### config.mk
export PLATFORM = sky130hd
export DESIGN_NAME = dsdl_key
export DESIGN_NICKNAME = d
export VERILOG_FILES = /design/src/hw/rtl/dsdl_pkg.sv /design/src/hw/rtl/dsdl_key.sv
export SDC_FILE = /design/constraint.sdc
export NUM_CORES = 2
export LEC_CHECK = 0
export CORE_ASPECT_RATIO = 1.75
export CORE_MARGIN = 2
export CORE_UTILIZATION = 31
export DETAILED_ROUTE_END_ITERATION = 10
export DONT_BUFFER_PORTS = 1
export SLEW_MARGIN = 20
export SYNTH_ARGS = -nofsm -noshare
export SYNTH_HDL_FRONTEND = slang
export SYNTH_SLANG_ARGS = --single-unit
export TNS_END_PERCENT = 50
### constraint.sdc
create_clock -name clk -period 19.5 [get_ports clk]
set_clock_uncertainty 0.05 [all_clocks]
set_input_delay 3.9 -clock clk [delete_from_list [all_inputs] [get_ports clk]]
set_output_delay 3.9 -clock clk [all_outputs]
set_load 0.01 [all_outputs]
### src/hw/rtl/dsdl_pkg.sv
// ----------------------------------------------------------------------------
// dsdl_pkg
// Shared constants and types for the depth sorted draw list builder.
// ----------------------------------------------------------------------------
package dsdl_pkg;

  localparam int MaxDraws  = 64;
  localparam int TaskGroup = 32;
  localparam int AddrW     = $clog2(MaxDraws);
  localparam int CountW    = 7;
  localparam int KeyW      = 50;
  localparam int IdxW      = 16;
  localparam int GrpW      = 12;
  localparam int CoordW    = 24;
  localparam int EntryW    = KeyW + IdxW + GrpW;

  // configuration register indexes
  localparam logic [2:0] REG_EYE_X         = 3'd0;
  localparam logic [2:0] REG_EYE_Y         = 3'd1;
  localparam logic [2:0] REG_EYE_Z         = 3'd2;
  localparam logic [2:0] REG_NEAREST_FIRST = 3'd3;
  localparam logic [2:0] REG_LIST_LIMIT    = 3'd4;
  localparam logic [2:0] REG_ACTIVE_LIMIT  = 3'd5;

  typedef struct packed {
    logic [KeyW-1:0] key;
    logic [IdxW-1:0] idx;
    logic [GrpW-1:0] grp;
  } entry_t;

  // ceil(m / TaskGroup), saturated to the group field
  function automatic logic [GrpW-1:0] groups_of(input logic [15:0] m);
    logic [16:0] g;
    g = (17'(m) + 17'(TaskGroup - 1)) / 17'(TaskGroup);
    if (g > 17'(4095)) return 12'hFFF;
    return g[GrpW-1:0];
  endfunction

endpackage

### src/hw/rtl/dsdl_key.sv
// ----------------------------------------------------------------------------
// dsdl_key
// Two stage squared distance: register the squares, then the sum.
// ----------------------------------------------------------------------------
module dsdl_key (
  input  logic                                 clk,
  input  logic signed [dsdl_pkg::CoordW-1:0]   cx,
  input  logic signed [dsdl_pkg::CoordW-1:0]   cy,
  input  logic signed [dsdl_pkg::CoordW-1:0]   cz,
  input  logic signed [dsdl_pkg::CoordW-1:0]   ex,
  input  logic signed [dsdl_pkg::CoordW-1:0]   ey,
  input  logic signed [dsdl_pkg::CoordW-1:0]   ez,
  output logic        [dsdl_pkg::KeyW-1:0]     key
);
  logic signed [24:0] dx, dy, dz;
  logic [24:0] ax, ay, az;
  logic [47:0] sx, sy, sz;

  // absolute differences
  always_comb begin
    dx = 25'(cx) - 25'(ex);
    dy = 25'(cy) - 25'(ey);
    dz = 25'(cz) - 25'(ez);
    ax = dx[24] ? 25'(-dx) : 25'(dx);
    ay = dy[24] ? 25'(-dy) : 25'(dy);
    az = dz[24] ? 25'(-dz) : 25'(dz);
  end

  // square, then sum
  always_ff @(posedge clk) begin
    sx  <= 48'(ax) * 48'(ax);
    sy  <= 48'(ay) * 48'(ay);
    sz  <= 48'(az) * 48'(az);
    key <= 50'(sx) + 50'(sy) + 50'(sz);
  end
endmodule

==> out/qor.csv <==
metric;value;unit
status;finished, final reports clean;
die_w;347;um
post-place-ws;3.92;ns
grt_pass1_wl;299;mm
fillers;21200;
wl;194;mm
cts_root_buf;clkbuf_16;
fin_crit_sh;77.4;%
start_util;31.1;%
timing.rr.start;sz[11];
cts_sinks;191;
cts-resized-gates;0;
cts_buffer_depth;2;
synthCells;7058;
worstPathArrival;15.48;ns
path_depth;43;
path_common_cell;inv_1;
cp-endpoint;sz[47];
synth.area.top_cells;fa_1 46%, ha_1 12%, inv_1 11%;
ios;195;
hp-class;flip-flop to flip-flop;
ys_top_cells_by_count;1,903 x inv_1, 1,456 x fa_1, 630 x ha_1, 600 x nor2_1, 546 x nand2_1;
path_class;input port to flip-flop;
critPathTopFamily;adder cells;
crit_path_end_kind;flip-flop;
slew_viol_final;0;
synth_edf_count;0;
final_hold_viol_count;0;
synthArstFlopShare;0;%
wl_per_cell;19.9;um
holdWs;0.588;ns
worstMarginPinSlew;1.27;ns
rsz0062_at_grt;false;
dpl_cell_area;67500;sq um
clk_latency;0.51;ns
yosysWarnings;0;
worst-path-buf-inv;10;
cts_made_buffers;17;
crit_path_start;cz[0];
ant_nets;0;
synth-seq-cells;191;
core_area;205000;sq um
grt_max_degree;27;
die_area;209000;sq um
cts_hold_buffers;0;
place_hpwl;162;mm
vias;47600;
cts_setup_buffers;0;
fin_area;68200;sq um
finalWorstPathRequiredPeriod;15.09;ns
grt_pass1_vias;53900;
worst_slack;4.41;ns
io_buffers;0;
die_y;603;um
setup_violations;0;
cts_tree;done;
gr-total-overflow;0;
drt_iter0_drc;2427;
num_rows;220;
drt-vias-per-instance;4.88;
r2r_end;key[38];
synthFlopType;dfxtp_1;
avgSynthCellArea;9.02;sq um
dr.pass1.iters;8;
h-tree-depth;4;
grt_use_total;18.9;%
synth_top_area_share;45.8;%
path_max_fanout;16;
synth_largest_area_cell;fa_1;
gp_congestion;0.986;
drive_above_1_share;2.96;%
cpPeakStageDelay;0.57;ns
yosysMostFrequentCell;inv_1;
clk_pin_slew_worst_paths;0.08;ns
worst_slew_margin_rel;14.4;%
yosysUniqueCellTypes;86;
ys_seq_area_share;6.01;%
drc;0;
drv_cap;0;
cp.required;19.88;ns
tns;0;ns
fmax;0.0663;GHz
cp_slowest_cell;fa_1;
area_growth;7.11;%
crit_path_start_kind;input port;
ff2ff_setup_slack;15.04;ns
final_net_count;9275;
syn_area;63700;sq um
antenna_found_initial;15;
ff2ff_path_depth;13;
[metrics by stage]
stage                     cells  util, %
after floorplan            7110        -
after global placement     9689     33.0
after detailed placement   9689     33.0
after CTS                  9721     33.3
after global routing       9739     33.3
final                      9740     33.3
[layer usage]
metal	track usage [%]	vias up	part of all wire, %
li1	-	21100	-
met2	35.7	1527	54
met4	14.2	2	8.7
met5	0	-	0.0067
met3	2.57	656	4.9
met1	18.5	24200	33
[registers in the layout, indices dropped and copies added (netlist names)]
register and count:
key 50, sx 47, sy 47, sz 47
[worst reg2reg max path, stage by stage (launching register included)]
cell	delay (ns)
dfxtp_1	0.38
fa_1	0.44
ha_1	0.37
a21o_1	0.18
a21o_1	0.17
a211o_1	0.29
a21oi_1	0.34
or3_1	0.21
a31oi_1	0.21
a211oi_1	0.73
nand2_1	0.18
a31o_2	0.28
a21oi_1	0.18
xnor2_1	0.28
[layout by cell type, fill, tap and decap left out, drive strengths merged, types with 35 or more instances in the layout]
| cell type | synthesis | routed |
|---|---|---|
| nand2 | 546 | 546 |
| xnor2 | 217 | 217 |
| a21oi | 239 | 239 |
| buf | 24 | 94 |
| a211oi | 35 | 35 |
| dfxtp | 191 | 191 |
| nand2b | 63 | 63 |
| o21a | 38 | 38 |
| nor2b | 42 | 42 |
| nor3 | 66 | 66 |
| conb | 2 | 54 |
| fa | 1456 | 1456 |
| a21o | 142 | 142 |
| and2 | 38 | 38 |
| nor2 | 600 | 600 |
| ha | 630 | 630 |
| xor2 | 104 | 104 |
| o21ai | 131 | 131 |
| nand3 | 69 | 69 |
| inv | 1908 | 1915 |
[worst min-delay path by stage]
stage,start,slack [ns],cells past startpoint,end
global route,sz[0],0.62,3,key[0]
CTS,sz[0],0.59,3,key[0]
global placement,sz[0],0.58,3,key[0]
floorplan,sz[0],0.50,3,key[0]
detailed placement,sz[0],0.57,3,key[0]
finish,sz[0],0.59,3,key[0]
[area by class of cell]
| type | count | area (sq um) | area share, % |
|---|---|---|---|
| sequential | 191 | 3820 | 5.61 |
| tap | 2664 | 3330 | 4.89 |
| clock buffer | 18 | 439 | 0.644 |
| clock inverter | 14 | 186 | 0.273 |
| inverter | 1916 | 7190 | 10.5 |
| multi-input combinational | 4824 | 52500 | 76.9 |
| antenna | 19 | 47.5 | 0.0697 |
| timing repair buffer | 94 | 706 | 1.04 |
[kinds of logic after synthesis]
group / synth area share, %
and+or+nand+nor: 10.8
xor gates and xnor gates: 4.48
AOI/OAI and AO/OA: 8.06
DFF: 6.01
other: 0.0118
buffers and inverters: 12.4
muxes: 0.0786
adders and majority gates: 58.2
Power is left out: the tool's default activity adds up to more than one toggle a clock period on the data nets, which glitch-free logic cannot reach.
